### config.mk
export PLATFORM = sky130hd
export DESIGN_NAME = integer_to_ascii_formatter_unit
export DESIGN_NICKNAME = d
export VERILOG_FILES = /design/src/rtl/itaf_pkg.sv /design/src/rtl/itaf_ctrl.sv /design/src/rtl/itaf_datapath.sv /design/src/rtl/integer_to_ascii_formatter_unit.sv
export SDC_FILE = /design/constraint.sdc
export NUM_CORES = 1
export LEC_CHECK = 0
export ABC_CLOCK_PERIOD_IN_PS = 19850
export BUFFER_PORTS_ARGS = -buffer_cell sky130_fd_sc_hd__buf_2
export CORE_MARGIN = 4
export CORE_UTILIZATION = 25
export CTS_CLUSTER_SIZE = 24
export DETAILED_ROUTE_END_ITERATION = 16
export HOLD_SLACK_MARGIN = 0.12
export PLACE_DENSITY_LB_ADDON = 0.1
export SLEW_MARGIN = 10
export SYNTH_ARGS = -nofsm -noshare
export SYNTH_HDL_FRONTEND = slang
export SYNTH_SLANG_ARGS = --single-unit
### constraint.sdc
create_clock -name i_clk -period 19.85 [get_ports i_clk]
set_input_delay 3.97 -clock i_clk [delete_from_list [all_inputs] [get_ports i_clk]]
set_output_delay 3.97 -clock i_clk [all_outputs]
set_load 0.05 [all_outputs]
### src/rtl/itaf_pkg.sv
package itaf_pkg;

    localparam int VALUE_WIDTH     = 32;
    localparam int DEF_MAX_FIELD   = 31;
    localparam int DEF_DIGIT_LIMIT = 20;
    localparam int MAX_OUT         = 32;

    // Digit counts that a full-width magnitude can need in octal and in decimal.
    localparam int OCT_DIGITS = (VALUE_WIDTH + 2) / 3;
    localparam int DEC_DIGITS = (VALUE_WIDTH * 30103) / 100000 + 1;
    localparam int NUM_DIG    = (OCT_DIGITS > DEC_DIGITS) ? OCT_DIGITS : DEC_DIGITS;

    localparam logic [1:0] RADIX_OCT = 2'd0;
    localparam logic [1:0] RADIX_DEC = 2'd1;
    localparam logic [1:0] RADIX_HEX = 2'd2;

    localparam logic [7:0] CH_SPACE   = 8'h20;
    localparam logic [7:0] CH_PLUS    = 8'h2B;
    localparam logic [7:0] CH_MINUS   = 8'h2D;
    localparam logic [7:0] CH_ZERO    = 8'h30;
    localparam logic [7:0] CH_UPPER_A = 8'h41;
    localparam logic [7:0] CH_LOWER_A = 8'h61;

    typedef struct packed {
        logic [VALUE_WIDTH-1:0] value_bits;
        logic [1:0]             radix_select;
        logic [4:0]             min_width;
        logic [4:0]             precision;
        logic                   left_justify;
        logic                   force_plus;
        logic                   space_sign;
        logic                   zero_pad;
        logic                   uppercase;
        logic                   unsigned_mode;
    } t_fmt_in;

    typedef struct packed {
        logic [7:0] character;
        logic       last_char;
    } t_fmt_out;

    typedef struct packed {
        logic load;
        logic convert;
        logic measure;
        logic size;
        logic emit;
    } t_dp_cmd;

    typedef struct packed {
        logic conv_done;
        logic emit_last;
    } t_dp_status;

    function automatic logic [7:0] digit_char(input logic [3:0] d, input logic upper);
        logic [7:0] base;
        base = upper ? CH_UPPER_A : CH_LOWER_A;
        if (d < 4'd10) begin
            return CH_ZERO + {4'd0, d};
        end
        return base + {4'd0, d} - 8'd10;
    endfunction

endpackage

### src/rtl/itaf_ctrl.sv
module itaf_ctrl (
    input  logic                 i_clk,
    input  logic                 i_rst_n,
    input  logic                 i_start,
    input  itaf_pkg::t_dp_status i_status,
    output itaf_pkg::t_dp_cmd    o_cmd,
    output logic                 o_busy
);
    import itaf_pkg::*;

    typedef enum logic [2:0] {
        ST_IDLE,
        ST_CONVERT,
        ST_MEASURE,
        ST_SIZE,
        ST_EMIT
    } t_state;

    t_state r_state, n_state;
    logic   r_busy, n_busy;

    always_comb begin
        n_state = r_state;
        case (r_state)
            ST_IDLE: begin
                if (i_start) n_state = ST_CONVERT;
            end
            ST_CONVERT: begin
                if (i_status.conv_done) n_state = ST_MEASURE;
            end
            ST_MEASURE: begin
                n_state = ST_SIZE;
            end
            ST_SIZE: begin
                n_state = ST_EMIT;
            end
            ST_EMIT: begin
                if (i_status.emit_last) n_state = ST_IDLE;
            end
            default: begin
                n_state = ST_IDLE;
            end
        endcase
        n_busy = (n_state != ST_IDLE);
    end

    always_comb begin
        o_cmd.load    = (r_state == ST_IDLE) && i_start;
        o_cmd.convert = (r_state == ST_CONVERT);
        o_cmd.measure = (r_state == ST_MEASURE);
        o_cmd.size    = (r_state == ST_SIZE);
        o_cmd.emit    = (r_state == ST_EMIT);
    end

    always_ff @(posedge i_clk) begin
        if (!i_rst_n) begin
            r_state <= ST_IDLE;
            r_busy  <= 1'b0;
        end else begin
            r_state <= n_state;
            r_busy  <= n_busy;
        end
    end

    assign o_busy = r_busy;

endmodule

### src/rtl/itaf_datapath.sv
module itaf_datapath #(
    parameter int MAX_FIELD   = itaf_pkg::DEF_MAX_FIELD,
    parameter int DIGIT_LIMIT = itaf_pkg::DEF_DIGIT_LIMIT
) (
    input  logic                 i_clk,
    input  logic                 i_rst_n,
    input  itaf_pkg::t_fmt_in    i_item,
    input  itaf_pkg::t_dp_cmd    i_cmd,
    output itaf_pkg::t_dp_status o_status,
    output itaf_pkg::t_fmt_out   o_result,
    output logic                 o_valid
);
    import itaf_pkg::*;

    localparam int CNT_W = $clog2(MAX_FIELD + DIGIT_LIMIT + 34);
    localparam int ND_W  = $clog2(NUM_DIG + 1);
    localparam int IDX_W = $clog2(NUM_DIG);
    localparam int EXT_W = NUM_DIG * 4;
    localparam int BIT_W = $clog2(VALUE_WIDTH);

    // Item context captured when the transaction is accepted.
    logic [VALUE_WIDTH-1:0] r_mag;
    logic [1:0]             r_radix;
    logic                   r_is_dec;
    logic [CNT_W-1:0]       r_width;
    logic [CNT_W-1:0]       r_prec;
    logic                   r_left;
    logic                   r_zpad;
    logic                   r_upper;
    logic                   r_has_sign;
    logic [7:0]             r_sign_ch;

    // Digit lanes, least significant digit at index zero.
    logic [3:0]             r_digits [NUM_DIG];
    logic [BIT_W-1:0]       r_bit_cnt;
    logic [ND_W-1:0]        r_nd;

    // Output sequencing counters.
    logic [CNT_W-1:0]       r_pad_cnt;
    logic [CNT_W-1:0]       r_zero_cnt;
    logic [ND_W-1:0]        r_dig_left;
    logic                   r_sign_pend;
    logic [CNT_W-1:0]       r_remain;
    logic [CNT_W-1:0]       r_emit_cnt;

    t_fmt_out               r_out;
    logic                   r_valid;

    logic                   neg_in;
    logic [VALUE_WIDTH-1:0] mag_in;
    logic [CNT_W-1:0]       width_in;
    logic [CNT_W-1:0]       prec_in;
    logic [7:0]             sign_in;

    logic [3:0]             adj    [NUM_DIG];
    logic [3:0]             dd_nxt [NUM_DIG];
    logic [3:0]             oct_d  [NUM_DIG];
    logic [3:0]             hex_d  [NUM_DIG];
    logic [EXT_W-1:0]       mag_ext;

    logic [ND_W-1:0]        sig_cnt;
    logic [ND_W-1:0]        nd_cap;

    logic [CNT_W-1:0]       nd_ext;
    logic [CNT_W-1:0]       sz_zeros;
    logic [CNT_W-1:0]       sz_body;
    logic [CNT_W-1:0]       sz_pad;
    logic [CNT_W-1:0]       sz_total;

    logic [ND_W-1:0]        dig_dec;
    logic [IDX_W-1:0]       dig_idx;
    logic                   take_lead;
    logic                   take_trail;
    logic [7:0]             emit_ch;
    logic                   emit_last;

    // Accept-time decode: sign, magnitude and capped field sizes.
    always_comb begin
        neg_in   = !i_item.unsigned_mode && i_item.value_bits[VALUE_WIDTH-1];
        mag_in   = neg_in ? (~i_item.value_bits + 1'b1) : i_item.value_bits;
        width_in = CNT_W'(i_item.min_width);
        if (width_in > CNT_W'(MAX_FIELD)) width_in = CNT_W'(MAX_FIELD);
        prec_in  = CNT_W'(i_item.precision);
        if (prec_in > CNT_W'(MAX_FIELD)) prec_in = CNT_W'(MAX_FIELD);
        if (neg_in) begin
            sign_in = CH_MINUS;
        end else if (i_item.force_plus) begin
            sign_in = CH_PLUS;
        end else begin
            sign_in = CH_SPACE;
        end
    end

    // One shift-and-add-3 step per cycle builds the BCD digits; octal and hex
    // digits are plain slices of the magnitude.
    always_comb begin
        mag_ext = EXT_W'(r_mag);
        for (int k = 0; k < NUM_DIG; k++) begin
            adj[k]   = (r_digits[k] >= 4'd5) ? (r_digits[k] + 4'd3) : r_digits[k];
            oct_d[k] = {1'b0, mag_ext[3*k +: 3]};
            hex_d[k] = mag_ext[4*k +: 4];
        end
        dd_nxt[0] = {adj[0][2:0], r_mag[VALUE_WIDTH-1]};
        for (int k = 1; k < NUM_DIG; k++) begin
            dd_nxt[k] = {adj[k][2:0], adj[k-1][3]};
        end
    end

    // Significant digit count, at least one, then the digit limit.
    always_comb begin
        sig_cnt = ND_W'(1);
        for (int k = 0; k < NUM_DIG; k++) begin
            if (r_digits[k] != 4'd0) sig_cnt = ND_W'(k + 1);
        end
        nd_cap = (int'(sig_cnt) > DIGIT_LIMIT) ? ND_W'(DIGIT_LIMIT) : sig_cnt;
    end

    // Field layout.
    always_comb begin
        nd_ext   = CNT_W'(r_nd);
        sz_zeros = (r_prec > nd_ext) ? (r_prec - nd_ext) : '0;
        sz_body  = CNT_W'(r_has_sign) + sz_zeros + nd_ext;
        sz_pad   = (r_width > sz_body) ? (r_width - sz_body) : '0;
        // Zero padding only applies without a precision, and then replaces
        // the space padding on either side.
        if (r_zpad && (r_prec == '0)) begin
            sz_zeros = sz_zeros + sz_pad;
            sz_pad   = '0;
        end
        sz_total = sz_pad + CNT_W'(r_has_sign) + sz_zeros + nd_ext;
    end

    // Character selection in output order.
    always_comb begin
        dig_dec    = r_dig_left - ND_W'(1);
        dig_idx    = dig_dec[IDX_W-1:0];
        take_lead  = 1'b0;
        take_trail = 1'b0;
        if (!r_left && (r_pad_cnt != '0)) begin
            emit_ch   = CH_SPACE;
            take_lead = 1'b1;
        end else if (r_sign_pend) begin
            emit_ch = r_sign_ch;
        end else if (r_zero_cnt != '0) begin
            emit_ch = CH_ZERO;
        end else if (r_dig_left != '0) begin
            emit_ch = digit_char(r_digits[dig_idx], r_upper);
        end else begin
            emit_ch    = CH_SPACE;
            take_trail = 1'b1;
        end
        emit_last = (r_remain == CNT_W'(1)) || (r_emit_cnt == CNT_W'(MAX_OUT - 1));
    end

    always_ff @(posedge i_clk) begin
        if (i_cmd.load) begin
            r_mag      <= mag_in;
            r_radix    <= i_item.radix_select;
            r_is_dec   <= (i_item.radix_select == RADIX_DEC);
            r_width    <= width_in;
            r_prec     <= prec_in;
            r_left     <= i_item.left_justify;
            r_zpad     <= i_item.zero_pad;
            r_upper    <= i_item.uppercase;
            r_has_sign <= !i_item.unsigned_mode &&
                          (neg_in || i_item.force_plus || i_item.space_sign);
            r_sign_ch  <= sign_in;
            r_bit_cnt  <= BIT_W'(VALUE_WIDTH - 1);
            for (int k = 0; k < NUM_DIG; k++) begin
                r_digits[k] <= 4'd0;
            end
        end else if (i_cmd.convert) begin
            if (r_is_dec) begin
                r_mag     <= {r_mag[VALUE_WIDTH-2:0], 1'b0};
                r_bit_cnt <= r_bit_cnt - 1'b1;
                for (int k = 0; k < NUM_DIG; k++) begin
                    r_digits[k] <= dd_nxt[k];
                end
            end else begin
                for (int k = 0; k < NUM_DIG; k++) begin
                    r_digits[k] <= (r_radix == RADIX_OCT) ? oct_d[k] : hex_d[k];
                end
            end
        end else if (i_cmd.measure) begin
            r_nd <= nd_cap;
        end else if (i_cmd.size) begin
            r_pad_cnt   <= sz_pad;
            r_zero_cnt  <= sz_zeros;
            r_dig_left  <= r_nd;
            r_sign_pend <= r_has_sign;
            r_remain    <= sz_total;
            r_emit_cnt  <= '0;
        end else if (i_cmd.emit) begin
            r_out.character <= emit_ch;
            r_out.last_char <= emit_last;
            r_remain        <= r_remain - 1'b1;
            r_emit_cnt      <= r_emit_cnt + 1'b1;
            if (take_lead || take_trail) begin
                r_pad_cnt <= r_pad_cnt - 1'b1;
            end else if (r_sign_pend) begin
                r_sign_pend <= 1'b0;
            end else if (r_zero_cnt != '0) begin
                r_zero_cnt <= r_zero_cnt - 1'b1;
            end else begin
                r_dig_left <= dig_dec;
            end
        end
    end

    always_ff @(posedge i_clk) begin
        if (!i_rst_n) begin
            r_valid <= 1'b0;
        end else begin
            r_valid <= i_cmd.emit;
        end
    end

    assign o_status.conv_done = !r_is_dec || (r_bit_cnt == '0);
    assign o_status.emit_last = emit_last;
    assign o_result           = r_out;
    assign o_valid            = r_valid;

endmodule

### src/rtl/integer_to_ascii_formatter_unit.sv
// Printf-style integer formatter: a transaction is accepted at a clock edge where start is high
// and busy is low, and the formatted text then comes out one ASCII character per cycle on
// o_result, each shown for exactly one cycle with o_valid high and the final one flagged by
// last_char; the receiver cannot stall, so it must take every character as it appears.
// A value of N characters (1 to 32) keeps busy high from its acceptance until its final
// character comes out; the controller goes through convert, measure, size and emit in that
// order, and in decimal the convert step is the BCD converter, which takes one value bit per
// cycle. The last character is on the port in the same cycle in which busy is already low again.
module integer_to_ascii_formatter_unit #(
    parameter int MAX_FIELD   = itaf_pkg::DEF_MAX_FIELD,
    parameter int DIGIT_LIMIT = itaf_pkg::DEF_DIGIT_LIMIT
) (
    input  logic               i_clk,
    input  logic               i_rst_n,
    input  logic               start,
    input  itaf_pkg::t_fmt_in  i_item,
    output logic               busy,
    output logic               o_valid,
    output itaf_pkg::t_fmt_out o_result
);
    import itaf_pkg::*;

    t_dp_cmd    dp_cmd;
    t_dp_status dp_status;

    itaf_ctrl u_ctrl (
        .i_clk    (i_clk),
        .i_rst_n  (i_rst_n),
        .i_start  (start),
        .i_status (dp_status),
        .o_cmd    (dp_cmd),
        .o_busy   (busy)
    );

    itaf_datapath #(
        .MAX_FIELD   (MAX_FIELD),
        .DIGIT_LIMIT (DIGIT_LIMIT)
    ) u_datapath (
        .i_clk    (i_clk),
        .i_rst_n  (i_rst_n),
        .i_item   (i_item),
        .i_cmd    (dp_cmd),
        .o_status (dp_status),
        .o_result (o_result),
        .o_valid  (o_valid)
    );

endmodule

Word level (Yosys, flattened, before mapping)

Memories as Yosys holds them, arrays and structs flattened.
Index checks and enable logic that the tools add are counted.

Bits in registers: 113
Input port bits: 53
Word-level logic and storage cells: 264
Memory bits (writable): 44
Memories: 1

Memories:

| name                | depth | width | read ports | clocked after Yosys merged registers in | wr ports | line                | text |
|---|---|---|---|---|---|---|---|
| u_datapath.r_digits | 11    | 4     | 12         | 0                                       | 11       | itaf_datapath.sv:34 | `logic [3:0] r_digits [NUM_DIG];` |

Reductions and logical operators: 47
$add $sub $neg: 29
Equality and inequality tests: 10
Bitwise logic cells: 27
Muxes and demuxes: 111
Order comparisons: 14

Operators by type and width:

| kind                                                | count |
|---|---|
| two-way mux 4 bit                                   | 46 |
| two-way mux 32 bit                                  | 4 |
| two-way mux 7 bit                                   | 15 |
| >= comparator 4 x 3 -> 1 bit, second input constant | 11 |
| nonzero test 4 bit                                  | 11 |
| adder 4 x 2 -> 4 bit, second input constant         | 10 |
| two-way mux 8 bit                                   | 5 |
| adder 32 x 1 -> 32 bit, second input constant       | 1 |
| NOT 32 bit                                          | 1 |
| two-way mux 3 bit                                   | 10 |
| two-way mux 1 bit                                   | 24 |
| bitwise OR 1 bit                                    | 22 |
| subtractor 7 x 1 -> 7 bit, second input constant    | 3 |
| case mux 3 bit (5 select lines)                     | 1 |
| AND reduction 5 bit                                 | 3 |
| adder 7 x 4 -> 7 bit                                | 2 |
| adder 7 bit                                         | 2 |
| AND reduction 7 bit                                 | 2 |
| nonzero test 7 bit                                  | 2 |
| two-way mux 2 bit                                   | 5 |
| nonzero test 2 bit                                  | 5 |
| adder 8 x 4 -> 8 bit                                | 1 |
| subtractor 8 x 4 -> 8 bit, second input constant    | 1 |
| adder 1 x 7 -> 7 bit                                | 1 |
| other kinds (33)                                    | 50 |

Longest topological paths before layout

An unclocked memory read counts as a cell.

Depth after elaboration: 12
Mapped depth: 36

Cells and area by module

From an unflattened synthesis, not the netlist that was laid out.

Cells, all modules: 1095
Area total of the unflattened synthesis: 10510.1 um2

Modules (own cells, without submodules):

| module        | cells each | seq. area each (um2) | instances | area an instance (um2) |
|---|---|---|---|---|
| itaf_datapath | 1071       | 4354.2               | 1         | 10263.6 |
| itaf_ctrl     | 24         | 80.1                 | 1         | 246.5 |

Worst setup path after synthesis

No wires, ideal clock.

Path kind: register to register
From: register u_datapath.r_nd[1]
To: register u_datapath.r_remain[6] (data pin)
Cell stages (with the launch flop): 34
Buffers on the path: 1
Data required time: 19.583 ns
Setup time: 0.267 ns
Arrival time: 6.877 ns
Setup slack: 12.706 ns
Cell sequence: edfxtp_1 -> clkbuf_1 -> inv_1 -> fa_1 -> a211oi_2 -> nor3_1 -> nor2_1 -> o21ai_0 -> ha_1 -> nand2b_1 -> maj3_1 -> a21oi_1 -> xor2_1 -> ha_1 -> o21a_1 -> o31a_1 -> nor3_2 -> nor4_4 -> nor3b_2 -> ha_1 -> nand2_1 -> o31a_1 -> a21bo_1 -> a31oi_2 -> fa_1 -> inv_1 -> ha_1 -> o21ai_0 -> o21bai_1 -> a21oi_1 -> xnor2_1 -> xnor2_1 -> xnor2_1 -> o21ai_1

Longest elaborated chain between the ends: 11
Elaborated cells between the ends (all ways): 15
Classes of those cells: add/sub (8); order compare (2); mux (5)

RTL lines:

| element                                                                             | line                                       | text |
|---|---|---|
| from (decl)                                                                         | itaf_datapath.sv:36                        | `logic [ND_W-1:0] r_nd;` |
| from (signal assigned)                                                              | itaf_datapath.sv:185                       | `r_nd <= nd_cap;` |
| subtractor 5 x 4 -> 6 bit or greater-than comparator 5 x 4 -> 1 bit (tied branches) | itaf_datapath.sv:121                       | `sz_zeros = (r_prec > nd_ext) ? (r_prec - nd_ext) : '0;` |
| two-way mux 7 bit                                                                   | itaf_datapath.sv:121                       |  |
| adder 1 x 7 -> 7 bit                                                                | itaf_datapath.sv:122                       | `sz_body = CNT_W'(r_has_sign) + sz_zeros + nd_ext;` |
| adder 7 x 4 -> 7 bit                                                                | itaf_datapath.sv:122                       |  |
| subtractor 5 x 7 -> 7 bit or greater-than comparator 5 x 7 -> 1 bit (tied branches) | itaf_datapath.sv:123                       | `sz_pad = (r_width > sz_body) ? (r_width - sz_body) : '0;` |
| two-way mux 7 bit                                                                   | itaf_datapath.sv:123                       |  |
| two-way mux 7 bit or adder 7 bit (tied branches)                                    | itaf_datapath.sv:126, itaf_datapath.sv:127 |  |
| adder 7 x 1 -> 7 bit or two-way mux 7 bit (tied branches)                           | itaf_datapath.sv:130, itaf_datapath.sv:126 |  |
| adder 7 bit                                                                         | itaf_datapath.sv:130                       | `sz_total = sz_pad + CNT_W'(r_has_sign) + sz_zeros + nd_ext;` |
| adder 7 x 4 -> 7 bit (*)                                                            | itaf_datapath.sv:130                       |  |
| two-way mux 7 bit (*)                                                               | itaf_datapath.sv:186                       | `end else if (i_cmd.size) begin` |
| to (signal assigned)                                                                | itaf_datapath.sv:191                       | `r_remain <= sz_total;` |
| to (signal assigned)                                                                | itaf_datapath.sv:196                       | `r_remain <= r_remain - 1'b1;` |
| to (decl)                                                                           | itaf_datapath.sv:43                        | `logic [CNT_W-1:0] r_remain;` |

Mark *: on every way between the ends. The rest lies on a longest branch, timed or not.
A chain may end at the register's enable or synchronous reset.

Worst setup path in the final report

Ends and elaborated chain as after synthesis.

==> flow_summary.yaml <==
setup_path:
  worstPathBufferInverterCount: 2
  worst_path_max_delay_cell: "edfxtp_1"
  critPathKind: "reg -> reg"
  slowest_delay_ns: 0.51
  worst_setup_path_start_kind: "register"
  arrival_ns: 8.03
  crit_required_ns: 20.06
  end_kind: "register"
  critical_path.max_fanout: 7
  crit_path_frequent_cell: "ha_1"
  critPathTopFamily: "adder cells"
logic_synthesis:
  synth_top_area_cell: "edfxtp_1"
  syn_inst: 1122
  syn_avg_cell_area_um2: 9.41
  netlist_top_cells_count: "141 x edfxtp_1, 130 x nand2_1, 126 x nor2_1"
  yosysSeqAreaShare_pct: 42.0
  ys_top_cells_by_area: "edfxtp_1 40%, ha_1 7.5%, nand2_1 4.6%"
  synth.top_cell.area_share_pct: 40.1
  async_flop_share_pct: 0
  synth_ff_type: "edfxtp_1"
  synth_seq_cells: 151
  synth_edf_count: 141
  synth_area_um2: 10600
  synth_most_common_cell: "edfxtp_1"
  ys_warn_count: 0
  synth_cell_types: 75
place:
  gp_congestion: 0.759
  placed_area_um2: 11500
  port_buffers: 62
  placedCellCount: 1692
  dp_slack_ns: 12.09
  hpwl_um: 21500
timing:
  rsz0062_at_grt: "no"
  setup_ws_ns: 12.03
  worst_pin_slew_ns: 0.854
  slew_headroom_pct: 43.1
  layout_min_cycle_time_ns: 7.82
  holdWs_ns: 0.485
  hold_violations: 0
  totalNegativeSetupSlack_ns: 0
  slew_violations: 0
  fin_crit_sh_pct: 39.4
  setup_viol: 0
  fin_skew_ns: 0.0203
  fmax_ghz: 0.128
routing:
  num_vias: 7913
  wl_met1_um: 14700
  routedWlPerCell_um: 16.8
  top_layer: "met4"
  routed-wl-met3_um: 936
  drc_errors: 0
  ant_nets: 0
  via_per_inst: 4.59
  routed_wl_um: 29000
  wl_met2_um: 12900
  firstDrtPassIters: 7
  drt_iter0_markers: 479
grt:
  antenna_found_initial: 0
  grt_pass1_wl_um: 46500
  grtUsageTotal_pct: 13.4
  grt_max_degree: 68
  grt_pass1_vias: 7985
  gr-total-overflow: 0
flow_run:
  maxCapViolCount: 0
final_layout:
  fin_util_pct: 28.7
  nets: 1295
  drive_gt1_share_pct: 12.1
  syn2layout_area_growth_pct: 13.8
  antennaDiodeCount: 0
  final_cells: 1724
  final_area_um2: 12000
  fillers: 4457
clocking:
  postCtsHoldBufs: 0
  cts.sinks: 151
  cts_resized: 0
  root_buffer: "clkbuf_16"
  ctsHtreeMaxLevel: 4
  worstSkewPairLatency_ns: 0.48
  clk_pin_slew_ns: 0.07
  clk_path_buf_depth: 2
  cts_tree: "built"
  cts_buffers: 17
  cts_setup_buffers: 0
power_and_ir_drop:
  power_density_nw_per_um2: 103
  power.total_mw: 1.23
  vdd_drop_max_mv: 0.0662
  total_leakage_power_nw: 4.57
die:
  ios: 64
  initial_core_util_pct: 25.2
  die_h_um: 213
  die_x_um: 213
  rows: 75
  coreArea_um2: 41900
  die-area_um2: 45600
worst_hold_path:
  hold_class: "reg -> reg"
status:
  status: "complete, no violations"
-- area by class of cell --
cell class	instances	area, um^2	share of cell area, %
clock buffers	19	443	3.69
clock inverters	13	105	0.875
inverters	68	255	2.12
multi-input cells	860	5700	47.5
flip-flops and latches	151	4430	36.9
well taps	539	674	5.61
repair buffers	74	400	3.33
-- report_power, final --
| group | leakage, nW | internal [mW] | switching [mW] |
|---|---|---|---|
| logic | 2.86 | 0.188 | 0.273 |
| registers | 1.44 | 0.406 | 0.0450 |
| clock network | 0.269 | 0.174 | 0.147 |
| total | 4.57 | 0.768 | 0.465 |
-- layer usage --
layer / vias to the layer above / track usage (%)
met4: 0 / 3.66
li1: 4088 / -
met2: 106 / 20.6
met3: 16 / 3.53
met1: 3703 / 18.7
met5: - / 0
-- placed cells by master (no fill, tap or decap), types with 8 or more instances in the layout --
cell,n
nor3b_1,18
edfxtp_1,141
inv_1,65
buf_4,12
and2_1,8
a21oi_1,90
o21ai_1,13
buf_2,62
a211oi_1,36
nand3_1,12
nand2b_1,20
nor2_1,125
nand2_1,130
nor2b_1,22
mux2i_1,18
clkbuf_16,17
nor3_1,20
xor2_1,32
xnor2_1,53
dfxtp_1,10
ha_1,63
o21ai_0,66
a31oi_1,8
mux4_2,8
-- flip-flops by register name (all words and copies together), names as in the netlist, 2 cells and up --
signal	flops
u_datapath.r_digits	44
u_datapath.r_mag	32
u_datapath.o_result	8
u_datapath.r_emit_cnt	7
u_datapath.r_pad_cnt	7
u_datapath.r_remain	7
u_datapath.r_zero_cnt	7
u_datapath.r_bit_cnt	5
u_datapath.r_prec	5
u_datapath.r_width	5
u_datapath.r_dig_left	4
u_datapath.r_nd	4
u_ctrl.r_state	3
u_datapath.r_sign_ch	3
u_datapath.r_radix	2
-- kinds of logic (layout without fill, tap and decap cells) --
logic type | after synthesis | after routing | share of synthesized area (%)
AND/OR/NAND/NOR | 406 | 406 | 18.7
buffers and inverters | 113 | 174 | 4.09
adder cells (fa/ha/maj) | 71 | 71 | 8.89
other | 1 | 3 | 0.0355
flip-flops | 151 | 151 | 42.0
multiplexers | 31 | 31 | 3.95
XOR/XNOR | 85 | 85 | 7.05
AO/OA/AOI/OAI | 264 | 264 | 15.3
-- final timing paths --
check,startpoint,to,slack [ns],cells past startpoint
setup / recovery,u_datapath.r_nd[1]$_SDFFCE_PP1P_,u_datapath.r_remain[6]$_DFFE_PP_,12.03,32
hold / removal,u_datapath.r_bit_cnt[0]$_SDFFE_PP1P_,u_datapath.r_bit_cnt[0]$_SDFFE_PP1P_,0.49,1
setup reg to reg,u_datapath.r_nd[1]$_SDFFCE_PP1P_,u_datapath.r_remain[6]$_DFFE_PP_,12.03,32
hold reg to reg,u_datapath.r_bit_cnt[0]$_SDFFE_PP1P_,u_datapath.r_bit_cnt[0]$_SDFFE_PP1P_,0.49,1
Note: power is estimated with default switching activity, not from simulation.
